===== config.mk =====
export PLATFORM = sky130hd
export DESIGN_NAME = locked_priority_bus_arbiter_core
export DESIGN_NICKNAME = d
export VERILOG_FILES = /design/src/hw/rtl/lpba_pkg.sv /design/src/hw/rtl/locked_priority_bus_arbiter_core.sv
export SDC_FILE = /design/constraint.sdc
export NUM_CORES = 1
export LEC_CHECK = 0
export BUFFER_PORTS_ARGS = -buffer_cell sky130_fd_sc_hd__buf_4
export CELL_PAD_IN_SITES_DETAIL_PLACEMENT = 1
export CELL_PAD_IN_SITES_GLOBAL_PLACEMENT = 1
export CORE_UTILIZATION = 23
export CTS_CLUSTER_DIAMETER = 60
export DETAILED_ROUTE_END_ITERATION = 16
export MAX_ROUTING_LAYER = met4
export PLACE_DENSITY = 0.42
export SLEW_MARGIN = 40
export SYNTH_ARGS = -nofsm -noshare
export SYNTH_HDL_FRONTEND = slang
export SYNTH_SLANG_ARGS = --single-unit

===== constraint.sdc =====
create_clock -name clock -period 12.37 [get_ports clock]
set_clock_uncertainty 0.15 [all_clocks]
set_input_delay 1.237 -clock clock [delete_from_list [all_inputs] [get_ports clock]]
set_output_delay 1.237 -clock clock [all_outputs]
set_load 0.01 [all_outputs]

===== src/hw/rtl/lpba_pkg.sv =====
package lpba_pkg;

   localparam int MASK_W = 4;
   localparam int LOCK_W = 2;
   localparam int LOCKS_W = 2 * MASK_W;
   localparam int IDX_W = 2;
   localparam int RULE_W = 2;
   localparam int CNT_W = 32;
   localparam int REQ_CNT_W = 3;
   localparam int NUM_MASTERS_DEFAULT = 4;

   localparam logic [LOCK_W-1:0] LOCK_NONE = 2'd0;
   localparam logic [LOCK_W-1:0] LOCK_SET = 2'd1;
   localparam logic [LOCK_W-1:0] LOCK_GRANTED = 2'd2;

   typedef enum logic [RULE_W-1:0] {
      RULE_NONE = 2'd0,
      RULE_BURST = 2'd1,
      RULE_HELD = 2'd2,
      RULE_PRIORITY = 2'd3
   } rule_type;

   typedef struct packed {
      logic [MASK_W-1:0] request_mask;
      logic [MASK_W-1:0] wait_mask;
      logic [LOCKS_W-1:0] lock_states;
   } req_type;

   typedef struct packed {
      logic [IDX_W-1:0] grant_index;
      logic [RULE_W-1:0] rule_used;
      logic [LOCK_W-1:0] winner_lock_out;
      logic [CNT_W-1:0] decisions_total;
      logic [CNT_W-1:0] rejections_total;
      logic [CNT_W-1:0] winner_grant_count;
   } rsp_type;

   function automatic logic [CNT_W-1:0] sat_add(input logic [CNT_W-1:0] a,
                                                input logic [CNT_W-1:0] b);
      logic [CNT_W:0] s;
      s = {1'b0, a} + {1'b0, b};
      return s[CNT_W] ? {CNT_W{1'b1}} : s[CNT_W-1:0];
   endfunction

endpackage


===== src/hw/rtl/locked_priority_bus_arbiter_core.sv =====
// Fixed-priority bus arbiter with bus lock. Each request beat is one arbitration
// round: the lowest waiting master with its lock set wins first, then the lowest
// requester already holding a granted lock, then the lowest requester, whose set
// lock is promoted to granted. Saturating counters track decisions, rejections and
// grants per master; an empty request mask grants nothing and leaves them alone.
// One beat is taken every cycle while the response side is not stalled; each beat
// passes the input register, then the response register, and the per-round counter
// update in the arbitration stage keeps that one-round-per-cycle rate. Only the lowest
// min(NUM_MASTERS, 4) mask bits take part.
module locked_priority_bus_arbiter_core
   import lpba_pkg::*;
#(
   parameter int NUM_MASTERS = NUM_MASTERS_DEFAULT
) (
   input  logic    clock,
   input  logic    reset,
   input  logic    req_valid,
   output logic    req_ready,
   input  req_type req_data,
   output logic    rsp_valid,
   input  logic    rsp_ready,
   output rsp_type rsp_data
);

   localparam int ACTIVE = (NUM_MASTERS > MASK_W) ? MASK_W : NUM_MASTERS;
   localparam int WIN_W = (ACTIVE > 1) ? $clog2(ACTIVE) : 1;
   localparam logic [MASK_W-1:0] ACTIVE_MASK = MASK_W'((1 << ACTIVE) - 1);

   logic             stage_valid_ff;
   req_type          stage_data_ff;
   logic             rsp_valid_ff;
   rsp_type          rsp_data_ff;
   logic [CNT_W-1:0] decision_cnt_ff;
   logic [CNT_W-1:0] rejection_cnt_ff;
   logic [CNT_W-1:0] grant_cnt_ff [ACTIVE];

   logic             advance;
   logic             fire;
   logic [MASK_W-1:0] req_act;
   logic [REQ_CNT_W-1:0] req_count;
   logic             found;
   logic [WIN_W-1:0] winner;
   rule_type         rule;
   logic [LOCK_W-1:0] lock_out;
   logic [CNT_W-1:0] decision_cnt_in;
   logic [CNT_W-1:0] rejection_cnt_in;
   logic [CNT_W-1:0] grant_cnt_in;
   rsp_type          rsp_data_in;

   assign advance   = !rsp_valid_ff || rsp_ready;
   assign req_ready = !stage_valid_ff || advance;
   assign fire      = stage_valid_ff && advance;
   assign rsp_valid = rsp_valid_ff;
   assign rsp_data  = rsp_data_ff;

   always_comb begin
      req_act   = stage_data_ff.request_mask & ACTIVE_MASK;
      req_count = REQ_CNT_W'($countones(req_act));
      found     = 1'b0;
      winner    = '0;
      rule      = RULE_NONE;
      lock_out  = LOCK_NONE;
      for (int i = 0; i < ACTIVE; i++) begin
         if (!found && req_act[i] && stage_data_ff.wait_mask[i] &&
             stage_data_ff.lock_states[2*i +: LOCK_W] == LOCK_SET) begin
            found    = 1'b1;
            winner   = WIN_W'(i);
            rule     = RULE_BURST;
            lock_out = LOCK_SET;
         end
      end
      for (int i = 0; i < ACTIVE; i++) begin
         if (!found && req_act[i] &&
             stage_data_ff.lock_states[2*i +: LOCK_W] == LOCK_GRANTED) begin
            found    = 1'b1;
            winner   = WIN_W'(i);
            rule     = RULE_HELD;
            lock_out = LOCK_GRANTED;
         end
      end
      for (int i = 0; i < ACTIVE; i++) begin
         if (!found && req_act[i]) begin
            found    = 1'b1;
            winner   = WIN_W'(i);
            rule     = RULE_PRIORITY;
            lock_out = (stage_data_ff.lock_states[2*i +: LOCK_W] != LOCK_NONE) ?
                       LOCK_GRANTED : LOCK_NONE;
         end
      end
   end

   always_comb begin
      decision_cnt_in  = decision_cnt_ff;
      rejection_cnt_in = rejection_cnt_ff;
      grant_cnt_in     = sat_add(grant_cnt_ff[winner], CNT_W'(1));
      if (found) begin
         decision_cnt_in  = sat_add(decision_cnt_ff, CNT_W'(1));
         rejection_cnt_in = sat_add(rejection_cnt_ff, CNT_W'(req_count - REQ_CNT_W'(1)));
      end
      rsp_data_in.grant_index        = IDX_W'(winner);
      rsp_data_in.rule_used          = rule;
      rsp_data_in.winner_lock_out    = lock_out;
      rsp_data_in.decisions_total    = decision_cnt_in;
      rsp_data_in.rejections_total   = rejection_cnt_in;
      rsp_data_in.winner_grant_count = found ? grant_cnt_in : '0;
   end

   always_ff @(posedge clock) begin
      if (reset) begin
         stage_valid_ff   <= 1'b0;
         rsp_valid_ff     <= 1'b0;
         decision_cnt_ff  <= '0;
         rejection_cnt_ff <= '0;
         for (int i = 0; i < ACTIVE; i++) begin
            grant_cnt_ff[i] <= '0;
         end
      end else begin
         if (req_ready) begin
            stage_valid_ff <= req_valid;
         end
         if (advance) begin
            rsp_valid_ff <= stage_valid_ff;
         end
         if (fire && found) begin
            decision_cnt_ff      <= decision_cnt_in;
            rejection_cnt_ff     <= rejection_cnt_in;
            grant_cnt_ff[winner] <= grant_cnt_in;
         end
      end
   end

   always_ff @(posedge clock) begin
      if (req_valid && req_ready) begin
         stage_data_ff <= req_data;
      end
      if (fire) begin
         rsp_data_ff <= rsp_data_in;
      end
   end

`ifndef SYNTH
   a_ready_only_on_stall: assert property (@(posedge clock) disable iff (reset)
      !req_ready |-> stage_valid_ff && rsp_valid_ff && !rsp_ready)
      else $error("request side stalled without a full pipeline");

   a_decisions_monotonic: assert property (@(posedge clock) disable iff (reset)
      1'b1 |=> decision_cnt_ff >= $past(decision_cnt_ff))
      else $error("decision counter went backwards");

   a_no_grant_is_clean: assert property (@(posedge clock) disable iff (reset)
      rsp_valid_ff && rsp_data_ff.rule_used == RULE_NONE |->
         rsp_data_ff.grant_index == '0 && rsp_data_ff.winner_grant_count == '0 &&
         rsp_data_ff.winner_lock_out == LOCK_NONE)
      else $error("empty round reported a grant");

   a_grant_counted: assert property (@(posedge clock) disable iff (reset)
      rsp_valid_ff && rsp_data_ff.rule_used != RULE_NONE |->
         rsp_data_ff.winner_grant_count != '0 && rsp_data_ff.decisions_total != '0)
      else $error("grant beat without counted decision");
`endif

endmodule

After elaboration in Yosys (flattened, before gate mapping)

Memory sizes are Yosys's and may differ from the RTL's.
Cells that the tools add are included.
W data, S select, Z words.

Flip-flop bits (word level): 184
Memory bits (writable): 128
Input port bits: 20
Output and inout port bits: 104
Word-level logic and storage cells: 128
Memories: 1

Memories:

| memory       | words | width | read ports | clocked after Yosys merged registers in | wr ports | line                                   | text |
|---|---|---|---|---|---|---|---|
| grant_cnt_ff | 4     | 32    | 1          | 0                                       | 4        | locked_priority_bus_arbiter_core.sv:35 | `logic [CNT_W-1:0] grant_cnt_ff [ACTIVE];` |

$add $sub $neg: 7
Equality and inequality tests: 8
Mux-type cells: 52
Reduce and logical (&&, ||, !) cells: 47

Operators by type and width:

| operator                | number |
|---|---|
| $mux W32                | 6 |
| $add A32 B1 Y33 const B | 2 |
| $mux W2                 | 26 |
| $add A32 B32 Y33        | 1 |
| $reduce_or A32 Y1       | 1 |
| $logic_and A1 B1 Y1     | 26 |
| $mux W1                 | 20 |
| $logic_not A1 Y1        | 13 |
| $eq A2 B1 Y1 const B    | 4 |
| $eq A2 B2 Y1 const B    | 4 |
| $reduce_bool A2 Y1      | 4 |
| $add A1 B1 Y2           | 2 |
| $reduce_or A4 Y1        | 1 |
| $sub A3 B1 Y4 const B   | 1 |
| $add A2 B2 Y3           | 1 |
| $logic_or A1 B1 Y1      | 2 |

Logic depth before layout (Yosys ltp)

Gate-level depths: netlist of run 1.

Depth after elaboration: 52
Mapped depth: 20
Depth with buffers taken out: 16

Worst setup path before layout of run 1

No wires, ideal clock.

Path type: input to register
Start: input rsp_ready
End: memory grant_cnt_ff[0][0] (enable)
Setup time: 0.394 ns
Arrival time: 8.454 ns
Data required time: 11.826 ns
Path slack: 3.372 ns
Stages on the path: 7
Path buffers: 1
Cell sequence: nor2b_1 > nor2b_1 > nand2_1 > nor2_1 > nand3_1 > clkbuf_1 > nand2b_1

RTL lines:

| item            | line                                   | text |
|---|---|---|
| start, declared | locked_priority_bus_arbiter_core.sv:21 | `input logic rsp_ready,` |
| end, declared   | locked_priority_bus_arbiter_core.sv:35 |  |

Worst setup path in the final report of run 1

Start: register stage_data_ff (netlist bit req_act[3])
End: register rsp_data_ff (netlist bit rsp_data[30]), data pin

Longest elaborated chain between the ends: 35
Elaborated cells on any way between the ends: 44
Classes of those cells: 1 x add/sub; 19 x mux; 23 x reduce/logical; 1 x memory

Ends and longest elaborated chain:

| item                              | line                                    | text |
|---|---|---|
| start, declared                   | locked_priority_bus_arbiter_core.sv:30  | `req_type stage_data_ff;` |
| start signal, assigned            | locked_priority_bus_arbiter_core.sv:134 | `stage_data_ff <= req_data;` |
| $logic_and A1 B1 Y1 (3 in series) | locked_priority_bus_arbiter_core.sv:64  | `if (!found && req_act[i] && stage_data_ff.wait_mask[i] &&` |
| $mux W1                           | locked_priority_bus_arbiter_core.sv:64  |  |
| $logic_not A1 Y1                  | locked_priority_bus_arbiter_core.sv:73  | `if (!found && req_act[i] &&` |
| $logic_and A1 B1 Y1 (2 in series) | locked_priority_bus_arbiter_core.sv:73  |  |
| $mux W1                           | locked_priority_bus_arbiter_core.sv:73  |  |
| $logic_not A1 Y1                  | locked_priority_bus_arbiter_core.sv:73  |  |
| $logic_and A1 B1 Y1 (2 in series) | locked_priority_bus_arbiter_core.sv:73  |  |
| $mux W1                           | locked_priority_bus_arbiter_core.sv:73  |  |
| (+15 left out)                    | -                                       |  |
| $logic_and A1 B1 Y1               | locked_priority_bus_arbiter_core.sv:82  | `if (!found && req_act[i]) begin` |
| $mux W1                           | locked_priority_bus_arbiter_core.sv:82  |  |
| $logic_not A1 Y1                  | locked_priority_bus_arbiter_core.sv:82  |  |
| $logic_and A1 B1 Y1               | locked_priority_bus_arbiter_core.sv:82  |  |
| $mux W2                           | locked_priority_bus_arbiter_core.sv:82  |  |
| $mem_v2 Z4 W32                    | -                                       |  |
| $add A32 B1 Y33                   | lpba_pkg.sv:41                          | `s = {1'b0, a} + {1'b0, b};` |
| $mux W32                          | lpba_pkg.sv:42                          | `return s[CNT_W] ? {CNT_W{1'b1}} : s[CNT_W-1:0];` |
| end signal, assigned              | locked_priority_bus_arbiter_core.sv:137 | `rsp_data_ff <= rsp_data_in;` |
| end, declared                     | locked_priority_bus_arbiter_core.sv:32  | `rsp_type rsp_data_ff;` |

Several ways; a longest one is shown, not always the timed one.
A chain may end at the register's enable or synchronous reset.

==> metrics.md, run 1 <==
| Metric | Value |
|---|---|
| Die Span Y | `268 µm` |
| Syn nets | `1648` |
| Critical Path Source Type | `flop` |
| Crit path max fanout | `39` |
| Post-CTS Setup Bufs | `0` |
| Width of the die | `268 µm` |
| Synthesized area | `16300 µm²` |
| Cts hold-fix bufs | `0` |
| Drt total wl | `56600 µm` |
| CTS Sinks | `312` |
| Adder-cell share of the synthesized area | `3.01%` |
| Slew HR | `48.3%` |
| Maximum vdd drop | `0.0000884 V` |
| Detail Route Antenna Nets | `0` |
| Via count | `13.0k` |
| GP Congestion | `0.778` |
| Syn Inst Count | `1590` |
| Clk_lat worst skew | `0.59 ns` |
| H-tree depth | `2` |
| CTS resizes | `0` |
| Final core area utilization | `28.6%` |
| Wire length per cell | `21.0 µm` |
| CTS Buffer Depth | `3` |
| Internal power | `2.21 mW` |
| Fillers | `7868` |
| Grt ovf | `0` |
| Flop pwr share | `40.6%` |
| Period utilisation layout | `48.4%` |
| GR Util All Layers | `16.3%` |
| Total CTS buffers | `47` |
| Psw | `849 µW` |
| Most frequent cells in the layout | `257 x nor2_1, 246 x edfxtp_1, 157 x buf_4, 147 x nand2_1, 80 x nand3_1` |
| Unique masters post-synth | `74` |
| Mux cell area share after synthesis | `5.54%` |
| Largest family of logic cells by synthesized area | `simple AND/OR/NAND/NOR gates` |
| PortBufs | `123` |
| First-pass GRT wire length | `86200 µm` |
| Multi-input gate area | `7270 µm²` |
| Yosys reg bits | `312` |
| Initial antenna violation count | `2` |
| Post-synthesis simple-gate area fraction | `20.5%` |
| CTS tree | `done` |
| DP Worst Slack | `6.34 ns` |
| RSZ-0062 raised after global routing | `no` |
| Initial core utilization | `23.3%` |
| Clock slew at reported path FFs | `0.05 ns` |
| CP required | `12.53 ns` |
| Compound-Gate Fraction of Synth Area | `11.6%` |
| Fin. Hold Viols | `0` |
| Setup TNS | `0 ns` |
| Fin. max-slew vios | `0` |
| Crit end category | `flop` |
| Synthesis Warnings | `0` |
| Leakage | `7.51 nW` |
| FF+latch area | `8710 µm²` |
| Worst setup path class | `reg -> reg` |
| P&R area growth vs syn | `23.0%` |
| Number of synthesized flops with an enable pin | `246` |
| FP Rows | `97` |
| Fraction of layout cells with a size suffix above 1 | `15.9%` |
| Vias per cell | `4.81` |
| Sw frac | `27.7%` |
| Max-cap violations | `0` |
| Largest net degree at the start of global routing | `49` |
| DRT Pass-1 Iters | `5` |
| PwrDens | `153 nW/µm²` |
| DR iter-0 viols | `522` |
| Most common cell after layout, fill and taps aside | `nor2_1` |
| Main flop type after synthesis | `edfxtp_1` |
| # DRC | `0` |
| Final setup fails | `0` |
| Slew @ Worst Pin | `0.754 ns` |
| Root buffer cell | `clkbuf_16` |
| Hold WC Path Type | `reg -> reg` |
| # IOs | `124` |
| Syn_area_per_cell | `10.3 µm²` |
| Combinational fraction of design power | `14.4%` |
| Die ar. | `71900 µm²` |
| Run status | `finished clean` |
| Worst Slack Setup Final | `6.38 ns` |
| CP Data Arrival Time | `6.15 ns` |
| Power share of the clock group | `45.1%` |
| Max frequency | `167 MHz` |
| Final Critical Period | `5.99 ns` |
| Vias in the first global route | `13.9k` |
| Core area | `70000 µm²` |
| Seq/Total Area, Yosys | `53.4%` |
| Final net count | `1773` |
| Synth async-reset ratio | `0%` |
| Xor and xnor area share after synthesis | `3.33%` |
| Dpl hpwl | `37600 µm` |
==> power groups by stage <==
stage	sequential [mW]	clock, mW	combinational [mW]
finish	1.24	1.38	0.440
global route	1.25	1.46	0.489
CTS	1.24	1.43	0.450
detailed placement	1.26	0	0.447
global placement	1.27	0	0.441
floorplan	1.27	0	0.268
==> metrics by stage <==
step                power (mW)  hold slack (ns)  cell area [µm²]  instances
finish                    3.06            0.353            20100       2693
global route              3.20            0.380            20100       2693
CTS                       3.12            0.359            20000       2689
detailed placement        1.71            0.348            18400       2605
global placement          1.71            0.333            18400       2604
floorplan                 1.53            0.319            16300       1590
==> metal layers <==
| layer | vias up | wire (µm) | GRT usage, % |
|---|---|---|---|
| met1 | 6526 | 26000 | 20.5 |
| li1 | 6164 | - | - |
| met5 | - | 0 | - |
| met3 | 74 | 2230 | 3.02 |
| met2 | 190 | 27300 | 26.9 |
| met4 | 0 | 979 | 3.89 |
==> cell usage after synthesis (11+ instances only) <==
| master | count | area [µm²] |
|---|---|---|
| a211oi_1 | 28 | 210 |
| xnor2_1 | 35 | 307 |
| xor2_1 | 27 | 236 |
| and3_1 | 29 | 181 |
| clkbuf_1 | 67 | 251 |
| o22a_1 | 13 | 114 |
| nand3_1 | 81 | 405 |
| nand2_1 | 147 | 552 |
| nor4_1 | 16 | 100 |
| o21a_1 | 22 | 165 |
| mux2i_1 | 70 | 701 |
| nor2_1 | 257 | 965 |
| a311oi_1 | 17 | 149 |
| a21oi_1 | 75 | 375 |
| or3_1 | 20 | 125 |
| a31oi_1 | 21 | 131 |
| nor3_1 | 69 | 345 |
| o21ai_0 | 46 | 230 |
| mux2_2 | 11 | 124 |
| dfxtp_1 | 66 | 1320 |
| inv_1 | 22 | 82.6 |
| edfxtp_1 | 246 | 7390 |
| ha_1 | 36 | 450 |
| nand4_1 | 16 | 100 |
==> critical path, stage by stage (launching register included) <==
cell	delay, ns
edfxtp_1	0.46
nand4b_1	0.27
nand4_2	0.33
nor4_4	0.51
nor3_2	0.08
buf_4	0.34
inv_2	0.36
buf_4	0.43
mux2i_1	0.16
mux2_1	0.37
or4_1	0.74
nor4_4	0.65
buf_4	0.39
and4b_1	0.33
nor3_1	0.08
==> flip-flops by register name, indices dropped and copies added, names as in the netlist <==
| signal | flops |
|---|---|
| grant_cnt_ff | 128 |
| rsp_data | 102 |
| decision_cnt_ff | 32 |
| rejection_cnt_ff | 32 |
| stage_data_ff | 12 |
| req_act | 4 |
| rsp_valid | 1 |
| stage_valid_ff | 1 |
==> worst paths after layout <==
check                                          from                   to  slack (ns)  depth (start not counted)
worst max-delay path                     req_act[3]         rsp_data[30]        6.38                         14
worst min-delay path            decision_cnt_ff[11]  decision_cnt_ff[11]        0.35                          2
worst max register to register           req_act[3]         rsp_data[30]        6.38                         14
worst min register to register  decision_cnt_ff[11]  decision_cnt_ff[11]        0.35                          2
==> layout make-up <==
cell class | count | share of cell area [%]
antenna | 3 | 0.0374
clock buffer | 59 | 6.29
clock inverter | 25 | 1.58
inverter | 24 | 0.462
multi-input combinational | 1171 | 36.2
sequential | 312 | 43.4
tap | 940 | 5.86
timing repair buffer | 159 | 6.11
==> cell families (layout without fill, tap and decap cells) <==
family                     after synthesis  count (layout)
and+or+nand+nor                        701             701
DFF                                    312             312
AOI/OAI and AO/OA                      285             285
buffers and inverters                  107             267
muxes                                   85              85
xor gates and xnor gates                62              62
adders and majority gates               38              38
other                                    0               3
No activity file was read; power rests on OpenSTA's default activity.
==> inputs of run 2 (changes only) <==
==> constraint.sdc (replaced) <==
create_clock -name clock -period 5.79 [get_ports clock]
set_clock_uncertainty 0.15 [all_clocks]
set_input_delay 0.579 -clock clock [delete_from_list [all_inputs] [get_ports clock]]
set_output_delay 0.579 -clock clock [all_outputs]
set_load 0.01 [all_outputs]
==> run 2 against run 1 <==
Compared with the run above:
- global-route usage is 0.33 points lower
- critical path depth is 2 lower
- via count is 0.67% lower
- wire length is 1.8% lower
- core utilization is 0.16 points higher
- critical path type unchanged
- largest cell class unchanged
- highest routed layer unchanged
==> metrics.md, run 2 (synthesis results as in run 1) <==
| Metric | Value |
|---|---|
| Worst setup path class | `reg -> reg` |
| Setup TNS | `0 ns (unchanged)` |
| Wire length per cell | `20.5 µm (-2.5%)` |
| Initial antenna violation count | `7 (+5)` |
| Most frequent cells in the layout | `257 x nor2_1, 246 x edfxtp_1, 161 x buf_4, 147 x nand2_1, 80 x nand3_1` |
| Maximum vdd drop | `0.000165 V (+87%)` |
| Power share of the clock group | `44.8% (-0.3 points)` |
| Critical Path Source Type | `flop` |
| DR iter-0 viols | `648 (+24%)` |
| Sw frac | `28.1% (+0.36 points)` |
| Period utilisation layout | `86.5% (+38 points)` |
| Crit end category | `flop` |
| Die Span Y | `268 µm (unchanged)` |
| # IOs | `124 (unchanged)` |
| CP Data Arrival Time | `5.19 ns (-0.96 ns)` |
| RSZ-0062 raised after global routing | `no` |
| Flop pwr share | `40.5% (about the same)` |
| Final Critical Period | `5.01 ns (-0.981 ns)` |
| Run status | `finished clean` |
| Fin. max-slew vios | `0 (unchanged)` |
| Biggest register | `grant_cnt_ff` |
| P&R area growth vs syn | `23.7%` |
| PortBufs | `123 (unchanged)` |
| Final setup fails | `0 (unchanged)` |
| Clock slew at reported path FFs | `0.06 ns (about the same)` |
| Die ar. | `71900 µm² (unchanged)` |
| PwrDens | `325 nW/µm² (+110%)` |
| Total CTS buffers | `46 (-2.1%)` |
| Largest net degree at the start of global routing | `67 (+37%)` |
| Width of the die | `268 µm (unchanged)` |
| Core area | `70000 µm² (unchanged)` |
| GP Congestion | `0.777 (-0.12%)` |
| Vias in the first global route | `13.7k (-1.3%)` |
| GR Util All Layers | `16.0% (-0.33 points)` |
| CTS tree | `done` |
| FP Rows | `97 (unchanged)` |
| Combinational fraction of design power | `14.7% (+0.3 points)` |
| DRT Pass-1 Iters | `4 (-1)` |
| Via count | `12.9k (-0.67%)` |
| Final core area utilization | `28.8% (+0.16 points)` |
| CTS Sinks | `312 (unchanged)` |
| First-pass GRT wire length | `84900 µm (-1.6%)` |
| Max FFs per register | `128 (unchanged)` |
| Reg2Reg Depth | `12 (-2)` |
| Crit path max fanout | `14 (-64%)` |
| CTS Buffer Depth | `3 (unchanged)` |
| Psw | `1.84 mW (+120%)` |
| Slew HR | `43.5% (-4.8 points)` |
| Root buffer cell | `clkbuf_16` |
| Vias per cell | `4.75 (-1.3%)` |
| Max frequency | `200 MHz (+20%)` |
| Dpl hpwl | `37500 µm (about the same)` |
| H-tree depth | `2 (unchanged)` |
| Final net count | `1785 (+0.68%)` |
| CP required | `5.97 ns (-6.56 ns)` |
| Drt total wl | `55600 µm (-1.8%)` |
| Most common cell after layout, fill and taps aside | `nor2_1` |
| Initial core utilization | `23.3% (unchanged)` |
| Hold WC Path Type | `in -> reg` |
| Min-Delay Path Depth | `1 (-1)` |
| # DRC | `0 (unchanged)` |
| Leakage | `7.57 nW (+0.80%)` |
| Fin. Hold Viols | `0 (unchanged)` |
| Slew @ Worst Pin | `0.841 ns (+0.0865 ns)` |
| Internal power | `4.71 mW (+110%)` |
| Clk_lat worst skew | `0.59 ns (about the same)` |
| Max-cap violations | `0 (unchanged)` |
| Detail Route Antenna Nets | `0 (unchanged)` |
| Fraction of layout cells with a size suffix above 1 | `16.1% (+0.26 points)` |
| Grt ovf | `0 (unchanged)` |
run 2: cell types whose count changed in the layout (fill, tap and decap cells not counted), sizes merged:
cell | before | now
buf | 159 | 166
clkbuf | 59 | 56
clkinv | 8 | 12
clkinvlp | 3 | 4
diode | 3 | 6
dlygate4sd3 | 0 | 6
run 2: timing repair:
item,CTS,global route
endpoints found under the hold margin,6,0
hold buffers,6,0
setup buffers,0,0
gates resized for setup,0,0
run 2: area by class of cell:
class	instances	area (µm²)
Inverter	24	92.6
Multi-Input combinational cell	1171	7250
Antenna cell	6	15.0
Fill cell	7879	49900
Clock buffer	56	1220
Tap cell	940	1180
Clock inverter	30	358
Timing Repair Buffer	172	1350
Sequential cell	312	8710
run 2: final timing paths:
path | slack [ns] | to | from
worst min register to register | 0.35 | decision_cnt_ff[11] | decision_cnt_ff[11]
worst max register to register | 0.78 | grant_cnt_ff[0][31] | stage_data_ff[5]
worst min-delay path | 0.04 | stage_data_ff[8] | req_data[8]
worst max-delay path | 0.78 | grant_cnt_ff[0][31] | stage_data_ff[5]
run 2: metrics by stage:
stage / setup slack [ns] / std cells / hold slack, ns / instance area, µm² / power (mW)
global placement: 0.797 / 2613 / 0.335 / 18500 / 3.67
finish: 0.781 / 2711 / 0.0350 / 20200 / 6.55
CTS: 0.687 / 2705 / 0.00100 / 20100 / 6.67
detailed placement: 0.690 / 2613 / 0.353 / 18500 / 3.68
global route: 0.480 / 2711 / 0.000434 / 20200 / 6.85
floorplan: 0.818 / 1590 / 0.319 / 16300 / 3.27
run 2: power by group through the flow:
stage | clock network, mW | registers (mW) | logic, mW
floorplan | 0 | 2.70 | 0.574
global placement | 0 | 2.70 | 0.967
detailed placement | 0 | 2.70 | 0.978
CTS | 3.03 | 2.65 | 0.986
global route | 3.12 | 2.67 | 1.07
finish | 2.93 | 2.65 | 0.965
run 2: worst max-delay path, cell delays in order, from the launching register on:
cell      delay, ns
edfxtp_1       0.40
nand4b_1       0.30
nand2b_1       0.23
and3_1         0.26
nor3_2         0.42
inv_2          0.28
mux4_2         0.47
o211ai_1       0.23
buf_4          0.24
nor3_1         0.52
nor4b_4        0.75
nand3_2        0.31
mux2i_1        0.19
run 2: layer usage:
metal	GRT usage [%]	wire, µm
met2	25.8	25900
met4	3.61	947
met3	3.12	2310
met5	-	0
met1	20.6	26400
==> inputs of run 3 (changes only) <==
==> constraint.sdc (replaced) <==
create_clock -name clock -period 5.35 [get_ports clock]
set_clock_uncertainty 0.15 [all_clocks]
set_input_delay 0.535 -clock clock [delete_from_list [all_inputs] [get_ports clock]]
set_output_delay 0.535 -clock clock [all_outputs]
set_load 0.01 [all_outputs]
==> run 3 against run 2 <==
Compared with the run above:
- worst hold slack gained 0.11 ns
- clock power grew 6.8%
- total power grew 7.8%
- critical path depth grew 5
- fmax grew 1.8%
- global-route usage grew 0.26 points
- wire length grew 1.4%
- clock-buffer cell count grew 5
- core utilization grew 0.30 points
- worst setup slack lost 0.35 ns
- first-iteration DRC count shrank 24%
- final cell count grew 1.2%
==> metrics.md, run 3 (synthesis results as in run 1) <==
| Metric | Value |
|---|---|
| Run status | `finished clean` |
| Fin. Hold Viols | `0 (unchanged)` |
| Fin. max-slew vios | `0 (unchanged)` |
| Biggest register | `grant_cnt_ff` |
| Final setup fails | `0 (unchanged)` |
| Slew @ Worst Pin | `0.827 ns (-0.0135 ns)` |
| Via count | `13.1k (+2.0%)` |
| Vias per cell | `4.78 (+0.76%)` |
| Largest net degree at the start of global routing | `71 (+6.0%)` |
| CTS Buffer Depth | `3 (unchanged)` |
| First-pass GRT wire length | `85800 µm (+1.1%)` |
| DP Worst Slack | `0.395 ns (-0.294 ns)` |
| CTS Sinks | `312 (unchanged)` |
| Initial antenna violation count | `6 (-1)` |
| PortBufs | `123 (unchanged)` |
| Final net count | `1815 (+1.7%)` |
| RSZ-0062 raised after global routing | `no` |
| Initial core utilization | `23.3% (unchanged)` |
| Max FFs per register | `128 (unchanged)` |
| Most frequent cells in the layout | `257 x nor2_1, 246 x edfxtp_1, 180 x buf_4, 147 x nand2_1, 80 x nand3_1` |
| Drt total wl | `56300 µm (+1.4%)` |
| Fraction of layout cells with a size suffix above 1 | `17.0% (+0.88 points)` |
| Worst setup path class | `reg -> reg` |
| DRT Pass-1 Iters | `4 (unchanged)` |
| Max frequency | `203 MHz (+1.8%)` |
| Hold WC Path Type | `in -> reg` |
| Period utilisation layout | `91.9% (+5.4 points)` |
| # IOs | `124 (unchanged)` |
| Cts hold-fix bufs | `17 (+11)` |
| Min Hold Slack | `0.141 ns (+0.106 ns)` |
| Total CTS buffers | `48 (+4.3%)` |
| Clk_lat worst skew | `0.60 ns (about the same)` |
| Design Area, Final | `20400 µm² (+1.0%)` |
| Detail Route Antenna Nets | `0 (unchanged)` |
| FP Rows | `97 (unchanged)` |
| Dpl hpwl | `38000 µm (+1.2%)` |
| Grt ovf | `0 (unchanged)` |
| PwrDens | `347 nW/µm² (+6.7%)` |
| Core area | `70000 µm² (unchanged)` |
| Crit path max fanout | `26 (+12)` |
| DR iter-0 viols | `495 (-24%)` |
| Worst Slack Setup Final | `0.431 ns (-0.350 ns)` |
| Post-CTS Setup Bufs | `0 (unchanged)` |
| P&R area growth vs syn | `25.0%` |
| Wire length per cell | `20.5 µm (+0.19%)` |
| Width of the die | `268 µm (unchanged)` |
| CTS resizes | `0 (unchanged)` |
| Max-cap violations | `0 (unchanged)` |
| # DRC | `0 (unchanged)` |
| Die Span Y | `268 µm (unchanged)` |
| Critical Path Source Type | `flop` |
| Most common cell after layout, fill and taps aside | `nor2_1` |
| Min-Delay Path Depth | `4 (+3)` |
| Vias in the first global route | `14.0k (+2.3%)` |
| GR Util All Layers | `16.2% (+0.26 points)` |
| Reg2Reg Depth | `17 (+5)` |
| GP Congestion | `0.771 (-0.70%)` |
| DP Cell Count | `2630 (+0.65%)` |
| CP Data Arrival Time | `5.11 ns (-0.08 ns)` |
| Root buffer cell | `clkbuf_16` |
| Slew HR | `44.4% (+0.91 points)` |
| Dpl cell area | `18600 µm² (+0.58%)` |
| Leakage | `7.71 nW (+1.9%)` |
| Crit end category | `flop` |
| Final Critical Period | `4.92 ns (-0.0897 ns)` |
| CP required | `5.54 ns (-0.43 ns)` |
| Final std cells w/o fill | `2743 (+1.2%)` |
| Setup TNS | `0 ns (unchanged)` |
| H-tree depth | `2 (unchanged)` |
| CTS tree | `done` |
| Clock slew at reported path FFs | `0.06 ns (about the same)` |
| Die ar. | `71900 µm² (unchanged)` |
| Maximum vdd drop | `0.000246 V (+49%)` |
-- run 3: cell count changes in the layout (fill, tap and decap cells not counted), sizes merged --
cell         change
clkbuf           +5
dlygate4sd3     +11
clkinv           +5
buf             +17
bufinv           -3
inv              -2
clkinvlp         -1
-- run 3: final timing paths --
path	startpoint	endpoint	slack, ns
max	req_act[0]	rsp_data[39]	0.43
min	rsp_ready	rsp_valid	0.14
max reg2reg	req_act[0]	rsp_data[39]	0.43
min reg2reg	decision_cnt_ff[28]	decision_cnt_ff[28]	0.36
-- run 3: report_power, final --
part	internal [mW]	leakage (nW)	switching, mW
clock network	1.88	0.772	1.24
registers	2.79	2.97	0.0779
logic	0.385	3.97	0.680
total	5.06	7.71	2.00
-- run 3: through the flow --
step	utilization, %	power [mW]
2_1_floorplan	-	3.54
3_3_place_gp	26.5	3.98
3_5_place_dp	26.5	3.99
4_1_cts	29.0	7.21
5_1_grt	29.1	7.41
6_report	29.1	7.06
-- run 3: area by class of cell --
type                            count  area (µm²)
Multi-Input combinational cell   1171        7240
Sequential cell                   312        8710
Tap cell                          940        1180
Antenna cell                        6        15.0
Timing Repair Buffer              200        1560
Clock inverter                     29         275
Fill cell                        7874       49700
Clock buffer                       61        1300
Inverter                           24        92.6
-- run 3: per-layer routing --
| layer | global-route usage, % | up-vias | part of all wire [%] |
|---|---|---|---|
| met5 | - | - | 0 |
| met1 | 20.2 | 6568 | 46 |
| met4 | 4.15 | 0 | 2.1 |
| met2 | 26.4 | 206 | 47 |
| li1 | - | 6270 | - |
| met3 | 3.73 | 74 | 4.6 |
-- run 3: worst max-delay path: stages (launching register included) --
cell and delay [ns]:
edfxtp_1 0.42, inv_1 0.11, ha_1 0.31, fa_1 0.36, ha_1 0.37, buf_4 0.27, ha_1 0.36, a21o_1 0.20
a21o_1 0.18, a21oi_1 0.18, o21ai_0 0.13, or3b_2 0.49, o221ai_1 0.30, o211ai_1 0.19, buf_4 0.26, inv_1 0.16
o21a_1 0.17, nor2_1 0.05
